===== src/hw/rtl/ptts_pkg.sv =====
// ----------------------------------------------------------------------------
// ptts_pkg
// shared types, constants and helpers of the periodic task table scheduler
// ----------------------------------------------------------------------------
`default_nettype none

package ptts_pkg;

   localparam int SLOT_COUNT_DEF = 16;
   localparam int MAX_OUT        = 16;

   localparam int FUNC_W   = 3;
   localparam int SLOTNO_W = 8;
   localparam int PERIOD_W = 16;
   localparam int PRIO_W   = 8;
   localparam int TAG_W    = 32;
   localparam int INDEX_W  = 4;
   localparam int STATUS_W = 2;
   localparam int TICK_W   = 16;
   localparam int USED_W   = 5;

   // parameter ram word: priority, period, countdown
   localparam int PRM_W = PRIO_W + 2 * PERIOD_W;

   typedef enum logic [FUNC_W-1:0] {
      FUNC_TICK   = 3'd0,
      FUNC_SPAWN  = 3'd1,
      FUNC_START  = 3'd2,
      FUNC_STOP   = 3'd3,
      FUNC_PERIOD = 3'd4,
      FUNC_DISP   = 3'd5,
      FUNC_STATUS = 3'd6,
      FUNC_CLEAR  = 3'd7
   } func_type;

   typedef enum logic [STATUS_W-1:0] {
      ST_OK      = 2'd0,
      ST_REFUSED = 2'd1,
      ST_BADSLOT = 2'd2,
      ST_IDLE    = 2'd3
   } status_type;

   // countdown reload value for a period
   function automatic logic [PERIOD_W-1:0] rearm(input logic [PERIOD_W-1:0] p);
      return (p == '0) ? '0 : p - PERIOD_W'(1);
   endfunction

endpackage

`default_nettype wire


===== src/hw/rtl/ptts_ram.sv =====
// ----------------------------------------------------------------------------
// ptts_ram
// generic single write, single read ram with registered read data
// ----------------------------------------------------------------------------
`default_nettype none

module ptts_ram #(
   parameter int WIDTH = 8,
   parameter int DEPTH = 16
) (
   input  wire logic                                      clock,
   input  wire logic                                      wr_en,
   input  wire logic [(DEPTH > 1 ? $clog2(DEPTH) : 1)-1:0] wr_addr,
   input  wire logic [WIDTH-1:0]                          wr_data,
   input  wire logic [(DEPTH > 1 ? $clog2(DEPTH) : 1)-1:0] rd_addr,
   output logic      [WIDTH-1:0]                          rd_data
);

   logic [WIDTH-1:0] mem_ff [DEPTH];

   always_ff @(posedge clock) begin
      if (wr_en) begin
         mem_ff[wr_addr] <= wr_data;
      end
      rd_data <= mem_ff[rd_addr];
   end

endmodule

`default_nettype wire


===== src/hw/rtl/periodic_task_table_scheduler_core.sv =====
// ----------------------------------------------------------------------------
// periodic_task_table_scheduler_core
// task slot table with tick countdowns and priority ordered dispatch
// ----------------------------------------------------------------------------
// usage:
//   req_* carries one operation item (tick, spawn, start, stop, set period,
//   dispatch, status, clear); rsp_* returns result items, the final one of
//   an operation flagged by rsp_last_of_run. both channels are valid/ready.
//   req_ready is high only while the sequencer idles, one item at a time.
// operation flow:
//   stop, status, clear, zero-handler spawn and bad slot: the result item is
//     set directly from idle
//   start, set period: parameter ram read, then write, then the result item
//   spawn: first free slot search, one slot a cycle
//   tick: one countdown ram read-modify-write a cycle over every slot
//   dispatch: one selection pass over the shared priority compare per
//     picked slot, plus a final empty pass unless MAX_OUT are picked; then
//     each result item passes the emit read, load and wait states
// the parameter ram (priority, period, countdown) has one read port, which
// sets the one-slot-a-cycle pace of the tick and dispatch scans
// reset: slot flags, tick counter and used count clear at once; ram
// contents are only read for slots written since, so need no clearing
// stall: a result item holds on the rsp_ ports until taken; no new item
// is accepted meanwhile
// ----------------------------------------------------------------------------
`default_nettype none

module periodic_task_table_scheduler_core #(
   parameter int SLOT_COUNT = ptts_pkg::SLOT_COUNT_DEF
) (
   input  wire logic                              clock,
   input  wire logic                              reset,
   input  wire logic                              req_valid,
   output logic                                   req_ready,
   input  wire logic [ptts_pkg::FUNC_W-1:0]       req_func,
   input  wire logic [ptts_pkg::SLOTNO_W-1:0]     req_slot_number,
   input  wire logic [ptts_pkg::PERIOD_W-1:0]     req_period_value,
   input  wire logic [ptts_pkg::PRIO_W-1:0]       req_priority_value,
   input  wire logic [ptts_pkg::TAG_W-1:0]        req_handler_tag,
   input  wire logic [ptts_pkg::TAG_W-1:0]        req_argument_tag,
   output logic                                   rsp_valid,
   input  wire logic                              rsp_ready,
   output logic      [ptts_pkg::INDEX_W-1:0]      rsp_slot_index,
   output logic      [ptts_pkg::TAG_W-1:0]        rsp_handler_out,
   output logic      [ptts_pkg::TAG_W-1:0]        rsp_argument_out,
   output logic                                   rsp_last_of_run,
   output logic      [ptts_pkg::STATUS_W-1:0]     rsp_status_code,
   output logic      [ptts_pkg::TICK_W-1:0]       rsp_tick_total,
   output logic      [ptts_pkg::USED_W-1:0]       rsp_used_count
);

   localparam int SW = (SLOT_COUNT > 1) ? $clog2(SLOT_COUNT) : 1;
   localparam int CW = $clog2(SLOT_COUNT + 1);
   localparam int PW = $clog2(ptts_pkg::MAX_OUT);
   localparam int TW = 2 * ptts_pkg::TAG_W;
   localparam logic [SW-1:0] LAST = SW'(SLOT_COUNT - 1);

   typedef enum logic [3:0] {
      S_IDLE, S_TICK, S_SPAWN, S_RMW_RD, S_RMW_WR, S_PICK,
      S_EMIT_RD, S_EMIT_LD, S_EMIT_WAIT, S_RESP
   } state_type;

   state_type state_ff;

   // slot flags
   logic [SLOT_COUNT-1:0] used_ff, enabled_ff, ready_ff;
   logic [CW-1:0]         count_ff;
   logic [ptts_pkg::TICK_W-1:0] tick_ff;

   // latched item
   ptts_pkg::func_type           func_ff;
   logic [SW-1:0]                sn_ff;
   logic [ptts_pkg::PERIOD_W-1:0] per_ff;
   logic [ptts_pkg::PRIO_W-1:0]  pri_ff;
   logic [ptts_pkg::TAG_W-1:0]   htag_ff, atag_ff;

   // scan sequencer: issue index, then process it in the next cycle
   logic [SW-1:0] scan_ff, pidx_ff;
   logic          issue_done_ff, pv_ff;

   // dispatch selection
   logic          best_found_ff, best_pz_ff;
   logic [SW-1:0] best_idx_ff;
   logic [ptts_pkg::PRIO_W-1:0] best_pri_ff;
   logic [SW-1:0] picked_ff [ptts_pkg::MAX_OUT];
   logic [ptts_pkg::MAX_OUT-1:0] oneshot_ff;
   logic [PW:0]   pick_cnt_ff, pending_ff;
   logic [PW-1:0] emit_k_ff;

   // result registers
   logic                            rsp_valid_ff, rsp_last_ff;
   logic [ptts_pkg::INDEX_W-1:0]    rsp_slot_ff;
   logic [ptts_pkg::TAG_W-1:0]      rsp_handler_ff, rsp_argument_ff;
   ptts_pkg::status_type            rsp_status_ff;

   // rams
   logic                      prm_we;
   logic [SW-1:0]             prm_wa, prm_ra;
   logic [ptts_pkg::PRM_W-1:0] prm_wd, prm_rd;
   logic                      tag_we;
   logic [TW-1:0]             tag_wd, tag_rd;

   ptts_ram #(.WIDTH(ptts_pkg::PRM_W), .DEPTH(SLOT_COUNT)) u_prm_ram (
      .clock   (clock),
      .wr_en   (prm_we),
      .wr_addr (prm_wa),
      .wr_data (prm_wd),
      .rd_addr (prm_ra),
      .rd_data (prm_rd)
   );

   ptts_ram #(.WIDTH(TW), .DEPTH(SLOT_COUNT)) u_tag_ram (
      .clock   (clock),
      .wr_en   (tag_we),
      .wr_addr (scan_ff),
      .wr_data (tag_wd),
      .rd_addr (picked_ff[emit_k_ff]),
      .rd_data (tag_rd)
   );

   // fields of the word just read
   logic [ptts_pkg::PRIO_W-1:0]   rd_pri;
   logic [ptts_pkg::PERIOD_W-1:0] rd_per, rd_cd;
   assign rd_pri = prm_rd[ptts_pkg::PRM_W-1 -: ptts_pkg::PRIO_W];
   assign rd_per = prm_rd[2*ptts_pkg::PERIOD_W-1 -: ptts_pkg::PERIOD_W];
   assign rd_cd  = prm_rd[ptts_pkg::PERIOD_W-1:0];

   // slot under processing is live (used and enabled)
   logic live_p;
   assign live_p = used_ff[pidx_ff] & enabled_ff[pidx_ff];

   // shared priority compare for dispatch
   logic take, scan_end, nb_found, nb_pz;
   logic [SW-1:0] nb_idx;
   logic [ptts_pkg::PRIO_W-1:0] nb_pri;
   assign take = pv_ff && live_p && ready_ff[pidx_ff]
                 && (!best_found_ff || (rd_pri < best_pri_ff));
   assign scan_end = pv_ff && (pidx_ff == LAST);
   assign nb_found = best_found_ff | take;
   assign nb_idx   = take ? pidx_ff : best_idx_ff;
   assign nb_pri   = take ? rd_pri : best_pri_ff;
   assign nb_pz    = take ? (rd_per == '0) : best_pz_ff;

   // request slot validity
   logic req_slot_ok;
   assign req_slot_ok = (32'(req_slot_number) < SLOT_COUNT)
                        && used_ff[SW'(req_slot_number)];

   // ram write and read control
   always_comb begin
      prm_we = 1'b0;
      prm_wa = scan_ff;
      prm_wd = {pri_ff, per_ff, ptts_pkg::rearm(per_ff)};
      tag_we = 1'b0;
      tag_wd = {htag_ff, atag_ff};
      prm_ra = (state_ff == S_IDLE || state_ff == S_RMW_RD) ? sn_ff : scan_ff;
      unique case (state_ff)
         S_SPAWN: begin
            prm_we = !used_ff[scan_ff];
            tag_we = !used_ff[scan_ff];
         end
         S_TICK: begin
            prm_we = pv_ff && live_p;
            prm_wa = pidx_ff;
            prm_wd = {rd_pri, rd_per,
                      (rd_cd == '0) ? ptts_pkg::rearm(rd_per) : rd_cd - 16'd1};
         end
         S_RMW_WR: begin
            prm_we = 1'b1;
            prm_wa = sn_ff;
            if (func_ff == ptts_pkg::FUNC_START) begin
               prm_wd = {rd_pri, rd_per, ptts_pkg::rearm(rd_per)};
            end else begin
               prm_wd = {rd_pri, per_ff, rd_cd};
            end
         end
         default: begin
         end
      endcase
   end

   // sequencer and result registers
   always_ff @(posedge clock) begin
      if (reset) begin
         state_ff      <= S_IDLE;
         used_ff       <= '0;
         enabled_ff    <= '0;
         ready_ff      <= '0;
         count_ff      <= '0;
         tick_ff       <= '0;
         pending_ff    <= '0;
         pick_cnt_ff   <= '0;
         emit_k_ff     <= '0;
         pv_ff         <= 1'b0;
         issue_done_ff <= 1'b0;
         best_found_ff <= 1'b0;
         rsp_valid_ff  <= 1'b0;
      end else begin
         // scan issue, shared by tick and dispatch passes
         if (state_ff == S_TICK || state_ff == S_PICK) begin
            if (!issue_done_ff) begin
               pidx_ff <= scan_ff;
               pv_ff   <= 1'b1;
               if (scan_ff == LAST) begin
                  issue_done_ff <= 1'b1;
               end else begin
                  scan_ff <= scan_ff + SW'(1);
               end
            end else begin
               pv_ff <= 1'b0;
            end
         end

         unique case (state_ff)
            S_IDLE: begin
               if (req_valid) begin
                  func_ff       <= ptts_pkg::func_type'(req_func);
                  sn_ff         <= SW'(req_slot_number);
                  per_ff        <= req_period_value;
                  pri_ff        <= req_priority_value;
                  htag_ff       <= req_handler_tag;
                  atag_ff       <= req_argument_tag;
                  scan_ff       <= '0;
                  issue_done_ff <= 1'b0;
                  pv_ff         <= 1'b0;
                  best_found_ff <= 1'b0;
                  pick_cnt_ff   <= '0;
                  pending_ff    <= '0;
                  emit_k_ff     <= '0;
                  // default single result
                  rsp_slot_ff     <= '0;
                  rsp_handler_ff  <= '0;
                  rsp_argument_ff <= '0;
                  rsp_last_ff     <= 1'b1;
                  rsp_status_ff   <= ptts_pkg::ST_OK;
                  unique case (ptts_pkg::func_type'(req_func))
                     ptts_pkg::FUNC_TICK: begin
                        tick_ff  <= tick_ff + 16'd1;
                        state_ff <= S_TICK;
                     end
                     ptts_pkg::FUNC_SPAWN: begin
                        if (req_handler_tag == '0) begin
                           rsp_status_ff <= ptts_pkg::ST_REFUSED;
                           rsp_valid_ff  <= 1'b1;
                           state_ff      <= S_RESP;
                        end else begin
                           state_ff <= S_SPAWN;
                        end
                     end
                     ptts_pkg::FUNC_START, ptts_pkg::FUNC_PERIOD: begin
                        if (!req_slot_ok) begin
                           rsp_status_ff <= ptts_pkg::ST_BADSLOT;
                           rsp_valid_ff  <= 1'b1;
                           state_ff      <= S_RESP;
                        end else begin
                           state_ff <= S_RMW_RD;
                        end
                     end
                     ptts_pkg::FUNC_STOP: begin
                        if (!req_slot_ok) begin
                           rsp_status_ff <= ptts_pkg::ST_BADSLOT;
                        end else begin
                           enabled_ff[SW'(req_slot_number)] <= 1'b0;
                           ready_ff[SW'(req_slot_number)]   <= 1'b0;
                           rsp_slot_ff <= 4'(req_slot_number);
                        end
                        rsp_valid_ff <= 1'b1;
                        state_ff     <= S_RESP;
                     end
                     ptts_pkg::FUNC_DISP: begin
                        state_ff <= S_PICK;
                     end
                     ptts_pkg::FUNC_STATUS: begin
                        rsp_valid_ff <= 1'b1;
                        state_ff     <= S_RESP;
                     end
                     ptts_pkg::FUNC_CLEAR: begin
                        used_ff      <= '0;
                        enabled_ff   <= '0;
                        ready_ff     <= '0;
                        count_ff     <= '0;
                        tick_ff      <= '0;
                        rsp_valid_ff <= 1'b1;
                        state_ff     <= S_RESP;
                     end
                  endcase
               end
            end

            S_TICK: begin
               if (pv_ff && live_p && (rd_cd == '0)) begin
                  ready_ff[pidx_ff] <= 1'b1;
               end
               if (scan_end) begin
                  rsp_valid_ff <= 1'b1;
                  state_ff     <= S_RESP;
               end
            end

            // first free slot, one flag a cycle
            S_SPAWN: begin
               if (!used_ff[scan_ff]) begin
                  used_ff[scan_ff]    <= 1'b1;
                  enabled_ff[scan_ff] <= 1'b1;
                  ready_ff[scan_ff]   <= 1'b0;
                  count_ff            <= count_ff + CW'(1);
                  rsp_slot_ff         <= 4'(scan_ff);
                  rsp_valid_ff        <= 1'b1;
                  state_ff            <= S_RESP;
               end else if (scan_ff == LAST) begin
                  rsp_status_ff <= ptts_pkg::ST_REFUSED;
                  rsp_valid_ff  <= 1'b1;
                  state_ff      <= S_RESP;
               end else begin
                  scan_ff <= scan_ff + SW'(1);
               end
            end

            S_RMW_RD: begin
               state_ff <= S_RMW_WR;
            end

            S_RMW_WR: begin
               if (func_ff == ptts_pkg::FUNC_START) begin
                  enabled_ff[sn_ff] <= 1'b1;
                  ready_ff[sn_ff]   <= 1'b0;
               end
               rsp_slot_ff  <= 4'(sn_ff);
               rsp_valid_ff <= 1'b1;
               state_ff     <= S_RESP;
            end

            // one selection pass per picked slot; a pass that picks none ends the picking
            S_PICK: begin
               if (pv_ff) begin
                  best_found_ff <= nb_found;
                  best_idx_ff   <= nb_idx;
                  best_pri_ff   <= nb_pri;
                  best_pz_ff    <= nb_pz;
               end
               if (scan_end) begin
                  scan_ff       <= '0;
                  issue_done_ff <= 1'b0;
                  pv_ff         <= 1'b0;
                  best_found_ff <= 1'b0;
                  if (nb_found) begin
                     ready_ff[nb_idx] <= 1'b0;
                     picked_ff[pick_cnt_ff[PW-1:0]]  <= nb_idx;
                     oneshot_ff[pick_cnt_ff[PW-1:0]] <= nb_pz;
                     pending_ff  <= pending_ff + (PW+1)'(nb_pz);
                     pick_cnt_ff <= pick_cnt_ff + (PW+1)'(1);
                     if (pick_cnt_ff == (PW+1)'(ptts_pkg::MAX_OUT - 1)) begin
                        state_ff <= S_EMIT_RD;
                     end
                  end else if (pick_cnt_ff == '0) begin
                     rsp_status_ff <= ptts_pkg::ST_IDLE;
                     rsp_valid_ff  <= 1'b1;
                     state_ff      <= S_RESP;
                  end else begin
                     state_ff <= S_EMIT_RD;
                  end
               end
            end

            S_EMIT_RD: begin
               state_ff <= S_EMIT_LD;
            end

            S_EMIT_LD: begin
               rsp_slot_ff     <= 4'(picked_ff[emit_k_ff]);
               rsp_handler_ff  <= tag_rd[TW-1 -: ptts_pkg::TAG_W];
               rsp_argument_ff <= tag_rd[ptts_pkg::TAG_W-1:0];
               rsp_last_ff     <= ((PW+1)'(emit_k_ff) == pick_cnt_ff - (PW+1)'(1));
               rsp_status_ff   <= ptts_pkg::ST_OK;
               rsp_valid_ff    <= 1'b1;
               state_ff        <= S_EMIT_WAIT;
            end

            S_EMIT_WAIT: begin
               if (rsp_ready) begin
                  rsp_valid_ff <= 1'b0;
                  if (oneshot_ff[emit_k_ff]) begin
                     used_ff[picked_ff[emit_k_ff]]    <= 1'b0;
                     enabled_ff[picked_ff[emit_k_ff]] <= 1'b0;
                     ready_ff[picked_ff[emit_k_ff]]   <= 1'b0;
                     count_ff   <= count_ff - CW'(1);
                     pending_ff <= pending_ff - (PW+1)'(1);
                  end
                  if (rsp_last_ff) begin
                     state_ff <= S_IDLE;
                  end else begin
                     emit_k_ff <= emit_k_ff + PW'(1);
                     state_ff  <= S_EMIT_RD;
                  end
               end
            end

            S_RESP: begin
               if (rsp_ready) begin
                  rsp_valid_ff <= 1'b0;
                  state_ff     <= S_IDLE;
               end
            end

            default: begin
               state_ff <= S_IDLE;
            end
         endcase
      end
   end

   // used count after the whole operation: one-shot slots still to be freed
   // by this dispatch are already left out
   logic [CW-1:0] used_after;
   assign used_after = count_ff - CW'(pending_ff);

   assign req_ready        = (state_ff == S_IDLE);
   assign rsp_valid        = rsp_valid_ff;
   assign rsp_slot_index   = rsp_slot_ff;
   assign rsp_handler_out  = rsp_handler_ff;
   assign rsp_argument_out = rsp_argument_ff;
   assign rsp_last_of_run  = rsp_last_ff;
   assign rsp_status_code  = rsp_status_ff;
   assign rsp_tick_total   = tick_ff;
   assign rsp_used_count   = (32'(used_after) > 31) ? 5'd31 : 5'(used_after);

`ifndef ASSERT_OFF
   a_rsp_not_idle: assert property (@(posedge clock) disable iff (reset)
      rsp_valid |-> !req_ready)
      else $error("result item pending while idle");

   a_one_item: assert property (@(posedge clock) disable iff (reset)
      req_valid && req_ready |=> !req_ready)
      else $error("second item accepted while busy");

   a_pending_le_count: assert property (@(posedge clock) disable iff (reset)
      32'(pending_ff) <= 32'(count_ff))
      else $error("pending one-shot frees exceed used count");

   a_pick_bound: assert property (@(posedge clock) disable iff (reset)
      32'(pick_cnt_ff) <= ptts_pkg::MAX_OUT)
      else $error("too many slots picked");

   a_last_ends: assert property (@(posedge clock) disable iff (reset)
      rsp_valid && rsp_ready && rsp_last_of_run |=> req_ready)
      else $error("block not idle after final result item");
`endif

endmodule

`default_nettype wire


===== config.mk =====
export PLATFORM = sky130hd
export DESIGN_NAME = periodic_task_table_scheduler_core
export DESIGN_NICKNAME = d
export VERILOG_FILES = /design/src/hw/rtl/ptts_pkg.sv /design/src/hw/rtl/ptts_ram.sv /design/src/hw/rtl/periodic_task_table_scheduler_core.sv
export SDC_FILE = /design/constraint.sdc
export NUM_CORES = 2
export LEC_CHECK = 0
export BUFFER_PORTS_ARGS = -buffer_cell sky130_fd_sc_hd__buf_2
export CORE_ASPECT_RATIO = 1.25
export CORE_UTILIZATION = 56
export DETAILED_ROUTE_END_ITERATION = 10
export PLACE_DENSITY_LB_ADDON = 0.15
export SETUP_SLACK_MARGIN = 0.15
export SLEW_MARGIN = 20
export SYNTH_ARGS = -nofsm -noshare
export SYNTH_HDL_FRONTEND = slang
export SYNTH_SLANG_ARGS = --single-unit
export TNS_END_PERCENT = 50

===== constraint.sdc =====
create_clock -name clock -period 6.3 [get_ports clock]
set_clock_uncertainty 0.1 [all_clocks]
set_input_delay 1.26 -clock clock [delete_from_list [all_inputs] [get_ports clock]]
set_output_delay 1.26 -clock clock [all_outputs]
set_load 0.1 [all_outputs]

==> metrics.txt <==
endpoint class of the critical path=flip-flop; # nets final=4,703; # setup viols final=0; Netlist cell types=73; Area growth syn-to-layout=12.62%; GRT overflow=0; drt total wl=196,000 um; number of antenna-violating nets in the routed design=0; Final min period=just over 5000 ps; clk slew on worst S/H paths=70 ps; Max clock buf depth=3; All-Layer GR Usage=0.2661; Fmax achieved=approximately 200 MHz; Switching Share=0.2857; final core utilization=0.6373; setup repair bufs after CTS=0; worst hold path class=flip-flop to flip-flop; CP arrival=5440 ps; CTS tree=done; endpoints failing hold=0; Die ar.=150,000 sq um; # resized after CTS=0; via density per instance=6.362; CP Launch Type=flip-flop; total number of vias=42,300; async set-or-reset flop fraction in the synthesized netlist=0; Final Wtd Congestion=0.9279; YS warnings=0; Slew Limit Fails=0; Synth Flop Type=edfxtp_1; Root Driver=clkbuf_16; RSZ-0062 raised after global routing=false; slew margin rel.=0.2229; Syn Area/Cell=19.38 sq um; Starting DRT DRC Count=4,530; Die Span Y=432.8 um; largest net degree at the start of global routing=between 100 and 150; logic gate share of total power=0.182; Power Dens Cells=380.8 nW/um^2; H-tree depth=4; CP max FO=17; Starting Density=0.5659; clock buffer count from CTS=around 200; P_int=25.47 mW; Synth Net Count=4,429; maximum VDD drop=444.2 uV; # clock sinks=~2,100; Syn Inst Count=4,291; first-pass GRT wire length=289,000 um; Avg WL per Cell=29.48 um; share of cells above drive strength 1=0.2631; # hold bufs at CTS=0; Top Ports=197; worst slew pin tran=1164 ps; Post-Syn Area=83,140 sq um; Switch Pwr=10.19 mW; register area share after synthesis=0.7453; critical path type=flip-flop to flip-flop; Max Cap Viol=0; Clk pwr share=0.335; IO buf count=196; chip width=346.6 um; residual DRC count=0; Final period util=0.7987; leak pwr=30.08 nW; drt pass-1 iters=6; initial antenna violation count=11; register bit total from synthesis=~2,100; core area=146,900 sq um; Clock Latency Late Sink=860 ps; vias in the first global route=43,260; TNS Setup=0 ps; Cell Rows=157; worst path required time=between 6000 and 7000 ps; Post-synth EDFFs=1,931; DP Wirelength=114,500 um; outcome=finished, final reports clean; Seq pwr share=0.482
[registers in the layout, summed over array words and instances, names as in the netlist, 32 cells and up, named ones only]
signal and cells:
htag_ff 32, u_tag_ram.mem_ff 1024, picked_ff 64, u_prm_ram.rd_data 40, rsp_argument_out 32, rsp_handler_out 32
atag_ff 32, u_tag_ram.rd_data 64, u_prm_ram.mem_ff 640
[final timing paths]
path         slack (ps)  depth (start not counted)                      to      startpoint
max                1270                          9  u_prm_ram.mem_ff[3][3]      scan_ff[0]
min                 380                          2          pick_cnt_ff[4]  pick_cnt_ff[4]
max reg2reg        1270                          9  u_prm_ram.mem_ff[3][3]      scan_ff[0]
min reg2reg         380                          2          pick_cnt_ff[4]  pick_cnt_ff[4]
[critical path, stage by stage (launching register included)]
cell      delay, ps
edfxtp_1        800
mux4_2          580
a22o_1          230
a221oi_2        430
nand2_1         490
nand3_1         400
nor2b_1         200
nor2b_1         280
nor2b_4         790
buf_4           390
[cell usage in the layout (no fill, tap or decap), drive strengths merged, types with 10 or more instances in the layout]
| cell type | n |
|---|---|
| a211oi | 59 |
| and3 | 15 |
| clkbuf | 264 |
| nand2b | 12 |
| nor3 | 54 |
| edfxtp | 1931 |
| bufinv | 16 |
| mux2i | 29 |
| a41oi | 18 |
| nand2 | 197 |
| a2111oi | 31 |
| a21oi | 108 |
| nand3 | 39 |
| or2 | 10 |
| mux2 | 31 |
| nor2b | 29 |
| dfxtp | 199 |
| nor2 | 170 |
| a22oi | 11 |
| a31oi | 55 |
| and2 | 117 |
| ha | 32 |
| and4b | 16 |
| mux4 | 520 |
| xor2 | 25 |
| xnor2 | 31 |
| clkinv | 78 |
| inv | 65 |
| nor4 | 21 |
| buf | 312 |
| o22ai | 23 |
| or3 | 21 |
| o21ai | 99 |
[cells by family after synthesis]
family | after synthesis | synth area share
simple gates | 736 | 0.04453
compound gates | 462 | 0.03672
fa+ha+maj | 35 | 0.005538
xor+xnor | 56 | 0.005899
flops | 2130 | 0.7453
buf+inv | 292 | 0.01345
mux | 580 | 0.1485
[per-layer routing]
layer,track usage,routed length [um],vias up
li1,-,-,18080
met1,0.3420,74240,22120
met2,0.4643,103000,1684
met3,0.04043,12200,393
met4,0.09205,6513,14
met5,0,88,-
[metrics by stage]
stage	cell area, sq um	worst slack (ps)	hold WS (ps)	cells	total power, mW
floorplan	83150	1058	317.6	4291	21.69
global placement	87000	1467	356.0	6274	23.89
detailed placement	87020	1338	359.8	6274	23.97
CTS	93570	1306	374.8	6645	35.82
global route	93640	1043	396.8	6649	36.84
finish	93640	1268	379.1	6649	35.66
[cells in the mapped netlist, types with 10 or more instances]
cell type | n | area, sq um
nor4_1 | 21 | 131.4
and2_1 | 116 | 725.7
dfxtp_1 | 199 | 3984
inv_1 | 55 | 206.5
ha_1 | 32 | 400.4
and3_1 | 15 | 93.84
o21ai_0 | 97 | 485.5
xnor2_1 | 31 | 271.5
nand2b_1 | 12 | 75.07
a31oi_1 | 55 | 344.1
edfxtp_1 | 1931 | 57990
a2111oi_0 | 22 | 192.7
o22ai_1 | 23 | 143.9
a21oi_1 | 108 | 540.5
buf_2 | 12 | 60.06
nand3_1 | 38 | 190.2
nor3_1 | 54 | 270.3
mux2i_1 | 29 | 290.3
mux4_2 | 520 | 11710
clkbuf_1 | 178 | 668.1
a22oi_1 | 11 | 82.58
a211oi_1 | 59 | 442.9
a41oi_1 | 18 | 157.7
and4b_1 | 16 | 160.2
buf_1 | 45 | 168.9
nor2b_1 | 29 | 181.4
nor2_1 | 170 | 638.1
nand2_1 | 197 | 739.5
xor2_1 | 25 | 219.0
or2_2 | 10 | 62.56
mux2_2 | 31 | 349.1
or3_1 | 21 | 131.4
[power groups by stage]
stage	registers, mW	clock network, mW	logic, mW
after floorplan	17.6	0	4.10
after global placement	17.5	0	6.42
after detailed placement	17.5	0	6.47
after CTS	17.2	12.1	6.49
after global routing	17.2	12.7	6.93
final	17.2	12.0	6.50
[cell type report]
cell class,instances,area (sq um)
fillers,10020,53300
clock buffers,263,5345
diodes,2,5.005
flip-flops and latches,2130,61970
multi-input cells,1869,20390
repair buffers,313,2110
inverters,56,235.2
well taps,1908,2387
clock inverters,108,1200
(Power assumes the default switching activity.)
